$ cat src/hw/rtl/gps_pkg.sv
package gps_pkg;

  localparam int GRID_W     = 64;
  localparam int GRID_H     = 64;
  localparam int OPEN_DEPTH = 8192;
  localparam int NCELLS     = GRID_W * GRID_H;

  localparam int COL_W   = $clog2(GRID_W);
  localparam int ROW_W   = $clog2(GRID_H);
  localparam int CELL_W  = $clog2(NCELLS);
  localparam int OPEN_AW = $clog2(OPEN_DEPTH);
  localparam int CNT_W   = OPEN_AW + 1;
  localparam int COST_W  = 12;
  localparam int KEY_W   = COST_W + 1;
  localparam int MAN_W   = ((COL_W > ROW_W) ? COL_W : ROW_W) + 1;

  localparam int CMD_W      = 2;
  localparam int STAT_W     = 3;
  localparam int CFG_IDX_W  = 3;
  localparam int CFG_DATA_W = 6;

  localparam logic [COST_W-1:0] COST_MAX = '1;

  // direction codes of the move from parent into a cell
  localparam logic [1:0] DIR_PX = 2'd0;
  localparam logic [1:0] DIR_MX = 2'd1;
  localparam logic [1:0] DIR_PZ = 2'd2;
  localparam logic [1:0] DIR_MZ = 2'd3;

  localparam logic [1:0] MODE_BFS      = 2'd0;
  localparam logic [1:0] MODE_DFS      = 2'd1;
  localparam logic [1:0] MODE_DIJKSTRA = 2'd2;
  localparam logic [1:0] MODE_ASTAR    = 2'd3;

  localparam logic [CFG_IDX_W-1:0] REG_MODE      = 3'd0;
  localparam logic [CFG_IDX_W-1:0] REG_START_COL = 3'd1;
  localparam logic [CFG_IDX_W-1:0] REG_START_ROW = 3'd2;
  localparam logic [CFG_IDX_W-1:0] REG_GOAL_COL  = 3'd3;
  localparam logic [CFG_IDX_W-1:0] REG_GOAL_ROW  = 3'd4;

  localparam logic [STAT_W-1:0] ST_EXPANDED = 3'd0;
  localparam logic [STAT_W-1:0] ST_GOAL     = 3'd1;
  localparam logic [STAT_W-1:0] ST_NO_PATH  = 3'd2;
  localparam logic [STAT_W-1:0] ST_IDLE     = 3'd3;
  localparam logic [STAT_W-1:0] ST_PATH     = 3'd4;
  localparam logic [STAT_W-1:0] ST_OVERFLOW = 3'd5;
  localparam logic [STAT_W-1:0] ST_LOAD_ACK = 3'd6;

  typedef enum logic [CMD_W-1:0] {
    CMD_LOAD  = 2'd0,
    CMD_START = 2'd1,
    CMD_STEP  = 2'd2,
    CMD_PATH  = 2'd3
  } cmd_t;

  typedef enum logic [4:0] {
    OP_NONE, OP_LATCH, OP_CLR_ALL, OP_CLR_SEEN, OP_LOAD, OP_SEED, OP_IDLE_RES,
    OP_NOPATH, OP_SEL_INIT, OP_SCAN_RD, OP_SCAN_CMP, OP_ENT_RD, OP_ENT_GET,
    OP_SH_RD, OP_SH_WR, OP_REM_END, OP_CEL_RD, OP_GOAL, OP_EXP_INIT, OP_NB_SKIP,
    OP_NB_RD, OP_NB_EVAL, OP_OVERFLOW, OP_EXPANDED, OP_PT_RD, OP_PT_GO
  } op_t;

  typedef struct packed {
    cmd_t cmd;
    logic clr_last;
    logic searching;
    logic found;
    logic cnt_zero;
    logic cost_mode;
    logic scan_last;
    logic sh_more;
    logic stale;
    logic is_goal;
    logic k_last;
    logic nb_in;
    logic nb_over;
  } sts_t;

  typedef struct packed {
    logic [COL_W-1:0]  col;
    logic [ROW_W-1:0]  row;
    logic [COST_W-1:0] cost;
    logic [KEY_W-1:0]  key;
  } entry_t;

  typedef struct packed {
    logic              seen;
    logic [COST_W-1:0] best;
    logic [1:0]        par;
  } cellw_t;

  typedef struct packed {
    logic [STAT_W-1:0] status;
    logic [COL_W-1:0]  col;
    logic [ROW_W-1:0]  row;
    logic [COST_W-1:0] cost;
    logic              last;
  } res_t;

  function automatic logic [CELL_W-1:0] gps_cell(input logic [COL_W-1:0] c,
                                                 input logic [ROW_W-1:0] r);
    return CELL_W'(CELL_W'(r) * CELL_W'(GRID_W)) + CELL_W'(c);
  endfunction

  function automatic logic [MAN_W-1:0] gps_manhattan(input logic [COL_W-1:0] c,
                                                     input logic [ROW_W-1:0] r,
                                                     input logic [COL_W-1:0] gc,
                                                     input logic [ROW_W-1:0] gr);
    logic [COL_W-1:0] dc;
    logic [ROW_W-1:0] dr;
    dc = (c >= gc) ? c - gc : gc - c;
    dr = (r >= gr) ? r - gr : gr - r;
    return MAN_W'(dc) + MAN_W'(dr);
  endfunction

  // depth-first visits +z,-z,+x,-x
  function automatic logic [1:0] gps_dir(input logic [1:0] mode, input logic [1:0] k);
    return (mode == MODE_DFS) ? (k ^ 2'd2) : k;
  endfunction

endpackage

$ cat src/hw/rtl/gps_ctrl.sv
module gps_ctrl (
  input  logic          clk,
  input  logic          rst_n,
  input  logic          in_valid,
  output logic          in_ready,
  output logic          out_valid,
  input  logic          out_ready,
  input  gps_pkg::sts_t sts,
  output gps_pkg::op_t  op
);

  typedef enum logic [4:0] {
    S_CLR, S_IDLE, S_DISP, S_SWEEP, S_SEED, S_POP, S_SCAN_RD, S_SCAN_CMP,
    S_ENT_RD, S_ENT_GET, S_SHIFT, S_SH_WR, S_CEL_RD, S_CHK, S_NB, S_NB_EVAL,
    S_EXP, S_PT_GO, S_OUT
  } state_t;

  state_t state_r, state_nxt;
  logic   out_valid_r;

  assign in_ready  = (state_r == S_IDLE);
  assign out_valid = out_valid_r;

  always_comb begin
    state_nxt = state_r;
    op        = gps_pkg::OP_NONE;
    case (state_r)
      S_CLR: begin
        op = gps_pkg::OP_CLR_ALL;
        if (sts.clr_last) state_nxt = S_IDLE;
      end
      S_IDLE: begin
        if (in_valid) begin
          op        = gps_pkg::OP_LATCH;
          state_nxt = S_DISP;
        end
      end
      S_DISP: begin
        case (sts.cmd)
          gps_pkg::CMD_LOAD: begin
            op        = gps_pkg::OP_LOAD;
            state_nxt = S_OUT;
          end
          gps_pkg::CMD_START: state_nxt = S_SWEEP;
          gps_pkg::CMD_STEP: begin
            if (sts.searching) begin
              state_nxt = S_POP;
            end else begin
              op        = gps_pkg::OP_IDLE_RES;
              state_nxt = S_OUT;
            end
          end
          default: begin
            if (sts.found) begin
              op        = gps_pkg::OP_PT_RD;
              state_nxt = S_PT_GO;
            end else begin
              op        = gps_pkg::OP_IDLE_RES;
              state_nxt = S_OUT;
            end
          end
        endcase
      end
      S_SWEEP: begin
        op = gps_pkg::OP_CLR_SEEN;
        if (sts.clr_last) state_nxt = S_SEED;
      end
      S_SEED: begin
        op        = gps_pkg::OP_SEED;
        state_nxt = S_OUT;
      end
      S_POP: begin
        if (sts.cnt_zero) begin
          op        = gps_pkg::OP_NOPATH;
          state_nxt = S_OUT;
        end else begin
          op        = gps_pkg::OP_SEL_INIT;
          state_nxt = sts.cost_mode ? S_SCAN_RD : S_ENT_RD;
        end
      end
      S_SCAN_RD: begin
        op        = gps_pkg::OP_SCAN_RD;
        state_nxt = S_SCAN_CMP;
      end
      S_SCAN_CMP: begin
        op        = gps_pkg::OP_SCAN_CMP;
        state_nxt = sts.scan_last ? S_ENT_RD : S_SCAN_RD;
      end
      S_ENT_RD: begin
        op        = gps_pkg::OP_ENT_RD;
        state_nxt = S_ENT_GET;
      end
      S_ENT_GET: begin
        op        = gps_pkg::OP_ENT_GET;
        state_nxt = S_SHIFT;
      end
      S_SHIFT: begin
        if (sts.sh_more) begin
          op        = gps_pkg::OP_SH_RD;
          state_nxt = S_SH_WR;
        end else begin
          op        = gps_pkg::OP_REM_END;
          state_nxt = sts.cost_mode ? S_CEL_RD : S_CHK;
        end
      end
      S_SH_WR: begin
        op        = gps_pkg::OP_SH_WR;
        state_nxt = S_SHIFT;
      end
      S_CEL_RD: begin
        op        = gps_pkg::OP_CEL_RD;
        state_nxt = S_CHK;
      end
      S_CHK: begin
        if (sts.stale) begin
          state_nxt = S_POP;
        end else if (sts.is_goal) begin
          op        = gps_pkg::OP_GOAL;
          state_nxt = S_OUT;
        end else begin
          op        = gps_pkg::OP_EXP_INIT;
          state_nxt = S_NB;
        end
      end
      S_NB: begin
        if (sts.nb_in) begin
          op        = gps_pkg::OP_NB_RD;
          state_nxt = S_NB_EVAL;
        end else if (sts.k_last) begin
          op        = gps_pkg::OP_EXPANDED;
          state_nxt = S_OUT;
        end else begin
          op = gps_pkg::OP_NB_SKIP;
        end
      end
      S_NB_EVAL: begin
        if (sts.nb_over) begin
          op        = gps_pkg::OP_OVERFLOW;
          state_nxt = S_OUT;
        end else begin
          op        = gps_pkg::OP_NB_EVAL;
          state_nxt = sts.k_last ? S_EXP : S_NB;
        end
      end
      S_EXP: begin
        op        = gps_pkg::OP_EXPANDED;
        state_nxt = S_OUT;
      end
      S_PT_GO: begin
        op        = gps_pkg::OP_PT_GO;
        state_nxt = S_OUT;
      end
      S_OUT: begin
        if (out_ready) state_nxt = S_IDLE;
      end
      default: state_nxt = S_IDLE;
    endcase
  end

  always_ff @(posedge clk) begin
    if (!rst_n) begin
      state_r     <= S_CLR;
      out_valid_r <= 1'b0;
    end else begin
      state_r     <= state_nxt;
      out_valid_r <= (state_nxt == S_OUT);
    end
  end

endmodule

$ cat config.mk
export PLATFORM = sky130hd
export DESIGN_NAME = gps_ctrl
export DESIGN_NICKNAME = d
export VERILOG_FILES = /design/src/hw/rtl/gps_pkg.sv /design/src/hw/rtl/gps_ctrl.sv
export SDC_FILE = /design/constraint.sdc
export NUM_CORES = 1
export LEC_CHECK = 0
export BUFFER_PORTS_ARGS = -buffer_cell sky130_fd_sc_hd__buf_2
export CAP_MARGIN = 20
export CORE_ASPECT_RATIO = 1.2
export CORE_MARGIN = 5
export CORE_UTILIZATION = 57
export DETAILED_ROUTE_END_ITERATION = 10
export PLACE_DENSITY = 0.85
export SLEW_MARGIN = 20
export SYNTH_ARGS = -nofsm -noshare
export SYNTH_HDL_FRONTEND = slang
export SYNTH_SLANG_ARGS = --single-unit
$ cat constraint.sdc
create_clock -name clk -period 4.3 [get_ports clk]
set_clock_uncertainty 0.15 [all_clocks]
set_input_delay 0.43 -clock clk [delete_from_list [all_inputs] [get_ports clk]]
set_output_delay 0.43 -clock clk [all_outputs]
set_load 0.05 [all_outputs]
==> out/metrics.cfg, run 1 <==
[critical_path]
path_max_fanout=29
rr_endpoint=state_r[3]
start_kind=flip-flop
reg2reg_slack_ns=1.92
path_buf_inv=1
crit_required_ns=3.72
end_kind=primary output
reg2reg_depth=5
r2r_start=state_r[0]
crit_family=simple AND/OR/NAND/NOR gates
crit_slowest_cell=dfxtp_1
arrival_ns=2.69
crit_type=reg2out
max_stage_delay_ns=0.92
path_cells=nand2b_1 > or4_1 > nor2_1 > a311oi_1 > nand4_1 > buf_2
cp.depth=6

[power]
powerDensity_mw_per_mm2=587
vdd_drop_max_mv=0.481
leakagePower_nw=0.414
fin_total_pwr_mw=0.645

[timing]
slew-limit-headroom=0.389
worstMarginPinSlew_ns=0.915
period_share=0.759
fin_ws_ns=1.03
rsz0062_at_grt=no
max_freq_mhz=306
finalSetupViolCount=0
post-route-min-period_ns=3.27
totalNegativeSetupSlack_ns=0
finalHoldViolCount=0
slew_violations=0

[synth]
synth_edf_count=0
synth_top_area_cell=dfxtp_1
synth_area_leaders=dfxtp_1 12%, nand2_1 6.7%, nor2_1 5.2%
netlist_area_mm2=0.00101
yosysSeqAreaShare=0.119
synth-seq-cells=6
synthCells=151
yosys_warnings=0
yosys-top-cells-count=18 x nand2_1, 14 x nor2_1, 10 x o21ai_0
ys_types=45
synth_top_area_frac=0.119
synth_area_per_cell_um2=6.71
synth.most_common_cell=nand2_1
synthFlopType=dfxtp_1
synthArstFlopShare=0
syn_nets=169

[outcome]
status=finished, final reports clean

[grt]
grt_max_degree=31
overflow=0
grt_pass1_vias=1157
gr-usage-all-layers=0.224
antenna_found_initial=0
grt_pass1_wl_um=5060

[clock_network]
clkLatencyLatePin_ns=0.26
post_cts_buffers=0
cts_buffers=3
cts_tree=built
clk_path_buf_depth=2
cts_root_buf=clkbuf_4
ctsHoldBuffers=0
cts_sinks=6
clk_pin_slew_worst_paths_ns=0.05
cts_resized=0
htreeDepth=1

[route]
wl_per_cell_um=16.8
drc=0
vias=1225
firstDrtPassIters=5
wl_um=3090
drt-vias-per-instance=6.66
drtIter0Drc=83
ant_nets=0

[floorplan]
die_y_um=56.2
start_util=0.610
fp.dieW_um=48.5
rows=16
core_mm2=0.00166
die_area_mm2=0.00272
io-pin-count=25

[placed_design]
dpl_worst_slack_ns=1.39
place_area_mm2=0.00108
port_buffers=24
hpwlAfterDp_um=2250
gp_congestion=0.899

[cells_and_area]
design_area_mm2=0.00110
drive_gt1_frac=0.199
final_util=0.662
antenna_cells=0
nNetsFinal=186
syn2layout_area_growth_pct=8.52

[hold_path]
min-delay-start=rst_n
min_path_type=in2reg
worstHoldEndpoint=state_r[0]
holdPathStages=3

[run]
maxCapViolations=0

layout make-up:
cell class	instances	area (um^2)
timing repair buffer	24	120
tap	18	22.5
sequential	6	120
fill	157	562
inverter	7	26.3
multi-input combinational	126	788
clock buffer	3	22.5
worst reg2reg max path: stages (launching register included):
cell and delay, ns:
dfxtp_1 0.92, nand2b_1 0.32, or4_1 0.57, nor2_1 0.17
nor2b_1 0.07, a21oi_1 0.11
report_power, final:
group,internal (mW),total [mW],switching [mW]
Clock,0.0318,0.0557,0.0239
Combinational,0.144,0.430,0.286
Sequential,0.0714,0.160,0.0881
worst max path at each step:
stage	to	slack, ns	startpoint
3_5_place_dp	op[1]	1.39	state_r[0]
6_report	op[1]	1.03	state_r[0]
5_1_grt	op[1]	0.89	state_r[0]
2_1_floorplan	op[0]	1.86	state_r[3]
4_1_cts	op[1]	1.10	state_r[0]
3_3_place_gp	op[1]	1.49	state_r[0]
registers in the layout (all words and copies together) (netlist names):
signal	flops
state_r	5
out_valid	1
cells by family (layout without fill, tap and decap cells):
family / count (synthesis) / in the layout / share of synthesized area
flip-flops: 6 / 6 / 0.119
multiplexers: 2 / 2 / 0.0198
AND/OR/NAND/NOR: 76 / 76 / 0.432
AO/OA/AOI/OAI: 48 / 48 / 0.326
buffers and inverters: 19 / 34 / 0.104
metal layers:
metal | track usage | vias up | part of all wire
met3 | 0.0268 | 17 | 0.10
met5 | 0 | - | 0
met2 | 0.366 | 77 | 0.47
met4 | 0.115 | 0 | 0.045
met1 | 0.282 | 532 | 0.38
li1 | - | 599 | -
cell usage in the layout (no fill, tap or decap), drive strengths merged, types with 3 or more instances in the layout:
| cell | netlist | layout |
|---|---|---|
| nor2b | 7 | 7 |
| buf | 11 | 24 |
| nand2b | 6 | 6 |
| nand3b | 4 | 4 |
| nor2 | 14 | 14 |
| nand2 | 18 | 18 |
| o22ai | 4 | 4 |
| inv | 7 | 7 |
| clkbuf | 1 | 3 |
| a22oi | 3 | 3 |
| nand3 | 7 | 7 |
| a21oi | 6 | 6 |
| o211ai | 5 | 5 |
| a31oi | 4 | 4 |
| nand4b | 3 | 3 |
| dfxtp | 6 | 6 |
| o21ai | 11 | 11 |
stage by stage:
stage               hold WS, ns  instances
finish                    0.241        184
global route              0.276        184
CTS                       0.251        184
detailed placement        0.516        181
global placement          0.521        181
floorplan                 0.389        151
No activity file was read; power rests on OpenSTA's default activity.
==> run 2, diff against run 1 <==
--- a/config.mk
+++ b/config.mk
@@ -5,13 +5,14 @@
 export SDC_FILE = /design/constraint.sdc
 export NUM_CORES = 1
 export LEC_CHECK = 0
+export ABC_AREA = 1
 export BUFFER_PORTS_ARGS = -buffer_cell sky130_fd_sc_hd__buf_2
 export CAP_MARGIN = 20
 export CORE_ASPECT_RATIO = 1.2
 export CORE_MARGIN = 5
-export CORE_UTILIZATION = 57
+export CORE_UTILIZATION = 49
 export DETAILED_ROUTE_END_ITERATION = 10
-export PLACE_DENSITY = 0.85
+export PLACE_DENSITY = 0.76
 export SLEW_MARGIN = 20
 export SYNTH_ARGS = -nofsm -noshare
 export SYNTH_HDL_FRONTEND = slang
==> constraint.sdc (replaced) <==
create_clock -name clk -period 2.8 [get_ports clk]
set_clock_uncertainty 0.15 [all_clocks]
set_input_delay 0.28 -clock clk [delete_from_list [all_inputs] [get_ports clk]]
set_output_delay 0.28 -clock clk [all_outputs]
set_load 0.05 [all_outputs]
==> run 2 against run 1 <==
Synthesized area increased by 9.9%. Worst setup slack got worse by 0.62 ns. Non-clock buffer count unchanged. Power increased by 45%. Combinational power increased by 57%. Sequential power increased by 14%. Via count increased by 14%. Cell area increased by 14%.
==> out/metrics.cfg, run 2 <==
[outcome]
status=finished, final reports clean  ; unchanged

[synth]
yosys-top-cells-count=48 x nand2_1, 36 x nor2_1, 21 x inv_1, 21 x nand3_1, 11 x nand4_1  ; was 18 x nand2_1, 14 x nor2_1, 10 x o21ai_0
synth_area_per_cell_um2=5.57  ; was 6.71 um^2
yosys_warnings=0  ; unchanged
synthCells=200  ; was 151
synthArstFlopShare=0  ; unchanged
netlist_area_mm2=0.00111  ; was 0.00101 mm^2
ys_types=26  ; was 45
synth_top_area_cell=nand2_1  ; was dfxtp_1
synth_edf_count=0  ; unchanged
synth_top_area_frac=0.162  ; was 0.119
synth.most_common_cell=nand2_1  ; unchanged
synth_area_leaders=nand2_1 16%, nor2_1 12%, dfxtp_1 11%  ; was dfxtp_1 12%, nand2_1 6.7%, nor2_1 5.2%
synth-seq-cells=6  ; unchanged
syn_nets=218  ; was 169
synthFlopType=dfxtp_1  ; unchanged
yosysSeqAreaShare=0.108  ; was 0.119

[timing]
post-route-min-period_ns=2.38
max_freq_mhz=420
slew-limit-headroom=0.624  ; was 0.389
finalHoldViolCount=0  ; unchanged
slew_violations=0  ; unchanged
worstMarginPinSlew_ns=0.564  ; was 0.915 ns
totalNegativeSetupSlack_ns=0  ; unchanged
rsz0062_at_grt=no  ; unchanged
period_share=0.851
fin_ws_ns=0.418  ; was 1.03 ns
finalSetupViolCount=0  ; unchanged

[placed_design]
gp_congestion=0.949  ; was 0.899
hpwlAfterDp_um=2720  ; was 2250 um
port_buffers=24  ; unchanged
place_area_mm2=0.00123  ; was 0.00108 mm^2
dpl_worst_slack_ns=0.690  ; was 1.39 ns
dp.cells=250  ; was 181

[route]
highest_layer=met4  ; unchanged
firstDrtPassIters=5  ; unchanged
drt-vias-per-instance=5.50  ; was 6.66
wl_um=3260  ; was 3090 um
vias=1392  ; was 1225
ant_nets=0  ; unchanged
wl_met1_um=1340  ; was 1180 um
drc=0  ; unchanged
wl_per_cell_um=12.9  ; was 16.8 um
drtIter0Drc=80  ; was 83
met2_length_um=1540  ; was 1460 um
met3WireLength_um=323  ; was 310 um

[clock_network]
cts_tree=built  ; unchanged
cts_resized=0  ; unchanged
cts_sinks=6  ; unchanged
post_cts_buffers=0  ; unchanged
htreeDepth=1  ; unchanged
cts_root_buf=clkbuf_4  ; unchanged
clk_path_buf_depth=2  ; unchanged
ctsHoldBuffers=0  ; unchanged
clk_pin_slew_worst_paths_ns=0.04  ; was 0.05 ns
cts_buffers=3  ; unchanged
clkLatencyLatePin_ns=0.25  ; was 0.26 ns

[power]
sw_frac_of_total=0.638  ; was 0.617
powerDensity_mw_per_mm2=746  ; was 587 mW/mm^2
leakagePower_nw=0.668  ; was 0.414 nW
vdd_drop_max_mv=0.529  ; was 0.481 mV
internal_power_mw=0.338  ; was 0.247 mW
power.net_switching_mw=0.597  ; was 0.398 mW
pwr-share-seq=0.196  ; was 0.247
pwr-share-comb=0.720  ; was 0.666
p_clk_frac=0.084  ; was 0.086

[critical_path]
path_max_fanout=13  ; was 29
end_kind=primary output  ; unchanged
crit_required_ns=2.37  ; was 3.72 ns
crit_type=reg2out  ; unchanged
start_kind=flip-flop  ; unchanged
arrival_ns=1.95  ; was 2.69 ns
reg2reg_slack_ns=0.89  ; was 1.92 ns

[hold_path]
min_path_type=in2reg  ; unchanged

[floorplan]
io-pin-count=25  ; unchanged
core_mm2=0.00223  ; was 0.00166 mm^2
die_y_um=62.2  ; was 56.2 um
rows=19  ; was 16
start_util=0.498  ; was 0.610
fp.dieW_um=53.5  ; was 48.5 um
die_area_mm2=0.00333  ; was 0.00272 mm^2

[cells_and_area]
design_area_mm2=0.00125  ; was 0.00110 mm^2
instances_no_fill=253  ; was 184
fill_cells=251  ; was 157
layout_common_cells=48 x nand2_1, 36 x nor2_1, 24 x buf_2  ; was 24 x buf_2, 18 x nand2_1, 14 x nor2_1
nNetsFinal=242  ; was 186
syn2layout_area_growth_pct=12.6  ; was 8.52%
final_common_cell=nand2_1  ; was buf_2
largest_reg_flops=5  ; unchanged
antenna_cells=0  ; unchanged
max_flop_register=state_r  ; unchanged
drive_gt1_frac=0.252  ; was 0.199

[grt]
gr-usage-all-layers=0.204  ; was 0.224
overflow=0  ; unchanged
grt_pass1_vias=1267  ; was 1157
grt_max_degree=14  ; was 31
antenna_found_initial=0  ; unchanged
grt_pass1_wl_um=5320  ; was 5060 um

[run]
maxCapViolations=0  ; unchanged

==> run 2: power by group through the flow <==
stage                     Sequential, mW  Combinational [mW]  Clock (mW)
after CTS                          0.182               0.670      0.0826
after detailed placement           0.183               0.669           0
final                              0.183               0.674      0.0786
after global placement             0.184               0.670           0
after floorplan                    0.119               0.605           0
after global routing               0.188               0.731      0.0883
==> run 2: kinds of logic (layout without fill, tap and decap cells) <==
logic type,Yosys count,in the layout,synth area share
AOI/OAI and AO/OA,17,17,0.0899
buffers and inverters,33,55,0.136
DFF,6,6,0.108
and+or+nand+nor,144,144,0.666
==> run 2: layout make-up <==
| class | count | area [um^2] | area share |
|---|---|---|---|
| tap | 31 | 38.8 | 0.0309 |
| clock buffer | 3 | 22.5 | 0.0180 |
| timing repair buffer | 24 | 120 | 0.0958 |
| inverter | 28 | 110 | 0.0878 |
| sequential | 6 | 120 | 0.0958 |
| multi-input combinational | 161 | 842 | 0.672 |
==> run 2: final timing paths <==
check / startpoint / end / cells after the start
worst max-delay path: state_r[4] / op[1] / 8
worst max register to register: state_r[4] / out_valid / 8
worst min-delay path: rst_n / state_r[1] / 3
worst min register to register: state_r[2] / state_r[3] / 4
==> run 2: per-stage QoR <==
stage / utilization / hold WS, ns / power, mW
final: 0.561 / 0.123 / 0.935
after global routing: 0.561 / 0.129 / 1.01
after CTS: 0.561 / 0.118 / 0.934
after detailed placement: 0.551 / 0.371 / 0.853
after global placement: 0.551 / 0.364 / 0.854
after floorplan: - / 0.228 / 0.725
==> run 2: critical path, cell delays in order (launching register included) <==
cell	delay [ns]
dfxtp_1	0.47
inv_4	0.24
nand3_1	0.13
nor2_2	0.21
inv_1	0.09
o21ai_0	0.19
nor2_1	0.06
nand4_1	0.06
buf_2	0.26
==> run 2: per-layer routing <==
| layer | vias to the layer above | track usage |
|---|---|---|
| li1 | 699 | - |
| met2 | 89 | 0.316 |
| met4 | 0 | 0.0575 |
| met3 | 10 | 0.0574 |
| met5 | - | 0 |
| met1 | 594 | 0.269 |
==> run 3, diff against run 2 <==
==> constraint.sdc (replaced) <==
create_clock -name clk -period 2.8 [get_ports clk]
set_clock_uncertainty 0.15 [all_clocks]
set_input_delay 0.56 -clock clk [delete_from_list [all_inputs] [get_ports clk]]
set_output_delay 0.56 -clock clk [all_outputs]
set_load 0.05 [all_outputs]
==> run 3 against run 2 <==
Non-clock buffer count up 1. Sequential power down 4%. Clock power down 2%. Sequential share of layout area down 0.057 points. Power up 0.30%. First-iteration DRC count up 16%. Critical path type unchanged. Largest power group unchanged.
==> out/metrics.cfg, run 3 (synthesis results as in run 2) <==
[grt]
antenna_found_initial=0  ; unchanged
gr-usage-all-layers=0.206  ; was 0.204
overflow=0  ; unchanged
grt_max_degree=14  ; unchanged
grt_pass1_wl_um=5260  ; was 5320 um
grt_pass1_vias=1210  ; was 1267

[route]
ant_nets=0  ; unchanged
drc=0  ; unchanged
drt-vias-per-instance=5.56  ; was 5.50
firstDrtPassIters=5  ; unchanged
wl_um=3360  ; was 3260 um
drtIter0Drc=93  ; was 80
wl_per_cell_um=13.2  ; was 12.9 um
vias=1411  ; was 1392

[cells_and_area]
final_util=0.564  ; was 0.561
syn2layout_area_growth_pct=13.3  ; was 12.6%
final_common_cell=nand2_1  ; unchanged
largest_reg_flops=5  ; unchanged
drive_gt1_frac=0.256  ; was 0.252
design_area_mm2=0.00126  ; was 0.00125 mm^2
max_flop_register=state_r  ; unchanged
layout_common_cells=48 x nand2_1, 36 x nor2_1, 24 x buf_2  ; unchanged
antenna_cells=0  ; unchanged
nNetsFinal=243  ; was 242

[clock_network]
htreeDepth=1  ; unchanged
clk_path_buf_depth=2  ; unchanged
cts_resized=0  ; unchanged
clkLatencyLatePin_ns=0.24  ; was 0.25 ns
clk_pin_slew_worst_paths_ns=0.04  ; about the same
ctsHoldBuffers=0  ; unchanged
cts_sinks=6  ; unchanged
cts_buffers=3  ; unchanged
cts_tree=built  ; unchanged
post_cts_buffers=0  ; unchanged
cts_root_buf=clkbuf_4  ; unchanged

[power]
leakagePower_nw=0.673  ; was 0.668 nW
vdd_drop_max_mv=0.458  ; was 0.529 mV
fin_total_pwr_mw=0.938  ; was 0.935 mW
powerDensity_mw_per_mm2=744  ; was 746 mW/mm^2

[placed_design]
hpwlAfterDp_um=2800  ; was 2720 um
gp_congestion=0.954  ; was 0.949
place_area_mm2=0.00124  ; was 0.00123 mm^2
port_buffers=24  ; unchanged

[critical_path]
start_kind=flip-flop  ; unchanged
end_kind=primary output  ; unchanged
crit_required_ns=2.09  ; was 2.37 ns
crit_type=reg2out  ; unchanged
arrival_ns=1.94  ; was 1.95 ns
path_max_fanout=9  ; was 13

[timing]
slew_violations=0  ; unchanged
max_freq_mhz=378  ; was 420 MHz
period_share=0.945  ; was 0.851
slew-limit-headroom=0.660  ; was 0.624
post-route-min-period_ns=2.65  ; was 2.38 ns
worstMarginPinSlew_ns=0.509  ; was 0.564 ns
fin_hold_ws_ns=0.401  ; was 0.123 ns
rsz0062_at_grt=no  ; unchanged
finalHoldViolCount=0  ; unchanged
totalNegativeSetupSlack_ns=0  ; unchanged
finalSetupViolCount=0  ; unchanged

[floorplan]
start_util=0.498  ; unchanged
core_mm2=0.00223  ; unchanged
fp.dieW_um=53.5  ; unchanged
io-pin-count=25  ; unchanged
die_y_um=62.2  ; unchanged
rows=19  ; unchanged
die_area_mm2=0.00333  ; unchanged

[run]
maxCapViolations=0  ; unchanged

[outcome]
status=finished, final reports clean  ; unchanged

[hold_path]
min_path_type=in2reg  ; unchanged

## run 3: cell count changes in the layout (fill, tap and decap cells not counted)
| cell | delta |
|---|---|
| buf_4 | +1 |
## run 3: power breakdown
part           switching (mW)  internal [mW]  leakage (nW)
clock                  0.0288         0.0483        0.0138
sequential             0.0696          0.107        0.0488
combinational           0.496          0.189         0.611
total                   0.594          0.344         0.673
## run 3: final timing paths
check                   from          to  slack (ns)  depth (start not counted)
hold reg to reg   state_r[2]  state_r[3]        0.76                          6
hold / removal         rst_n  state_r[1]        0.40                          3
setup reg to reg  state_r[4]   out_valid        0.93                          8
setup / recovery  state_r[1]       op[1]        0.15                          7
## run 3: final cells by class
cell class,count,area [um^2]
Inverter,28,110
Sequential cell,6,120
Timing Repair Buffer,25,128
Multi-Input combinational cell,161,842
Clock buffer,3,22.5
Fill cell,252,973
Tap cell,31,38.8
## run 3: metrics by stage
| step | worst slack [ns] | std cells |
|---|---|---|
| final | 0.154 | 254 |
| after detailed placement | 0.434 | 251 |
| after global placement | 0.414 | 251 |
| after floorplan | 0.280 | 200 |
| after global routing | 0.0360 | 254 |
| after CTS | 0.174 | 254 |
## run 3: critical path, stage by stage (launching register included)
cell and delay (ns):
dfxtp_1 0.63, nand3_1 0.20, nor2_2 0.22, inv_1 0.09, o21ai_0 0.17, nor2_1 0.06
nand4_1 0.06, buf_2 0.26
## run 3: metal layers
layer,up-vias,wire length [um],GRT usage
met3,15,351,0.0455
met4,0,121,0.0927
met1,604,1310,0.262
met5,-,0,0
met2,100,1580,0.321
li1,692,-,-
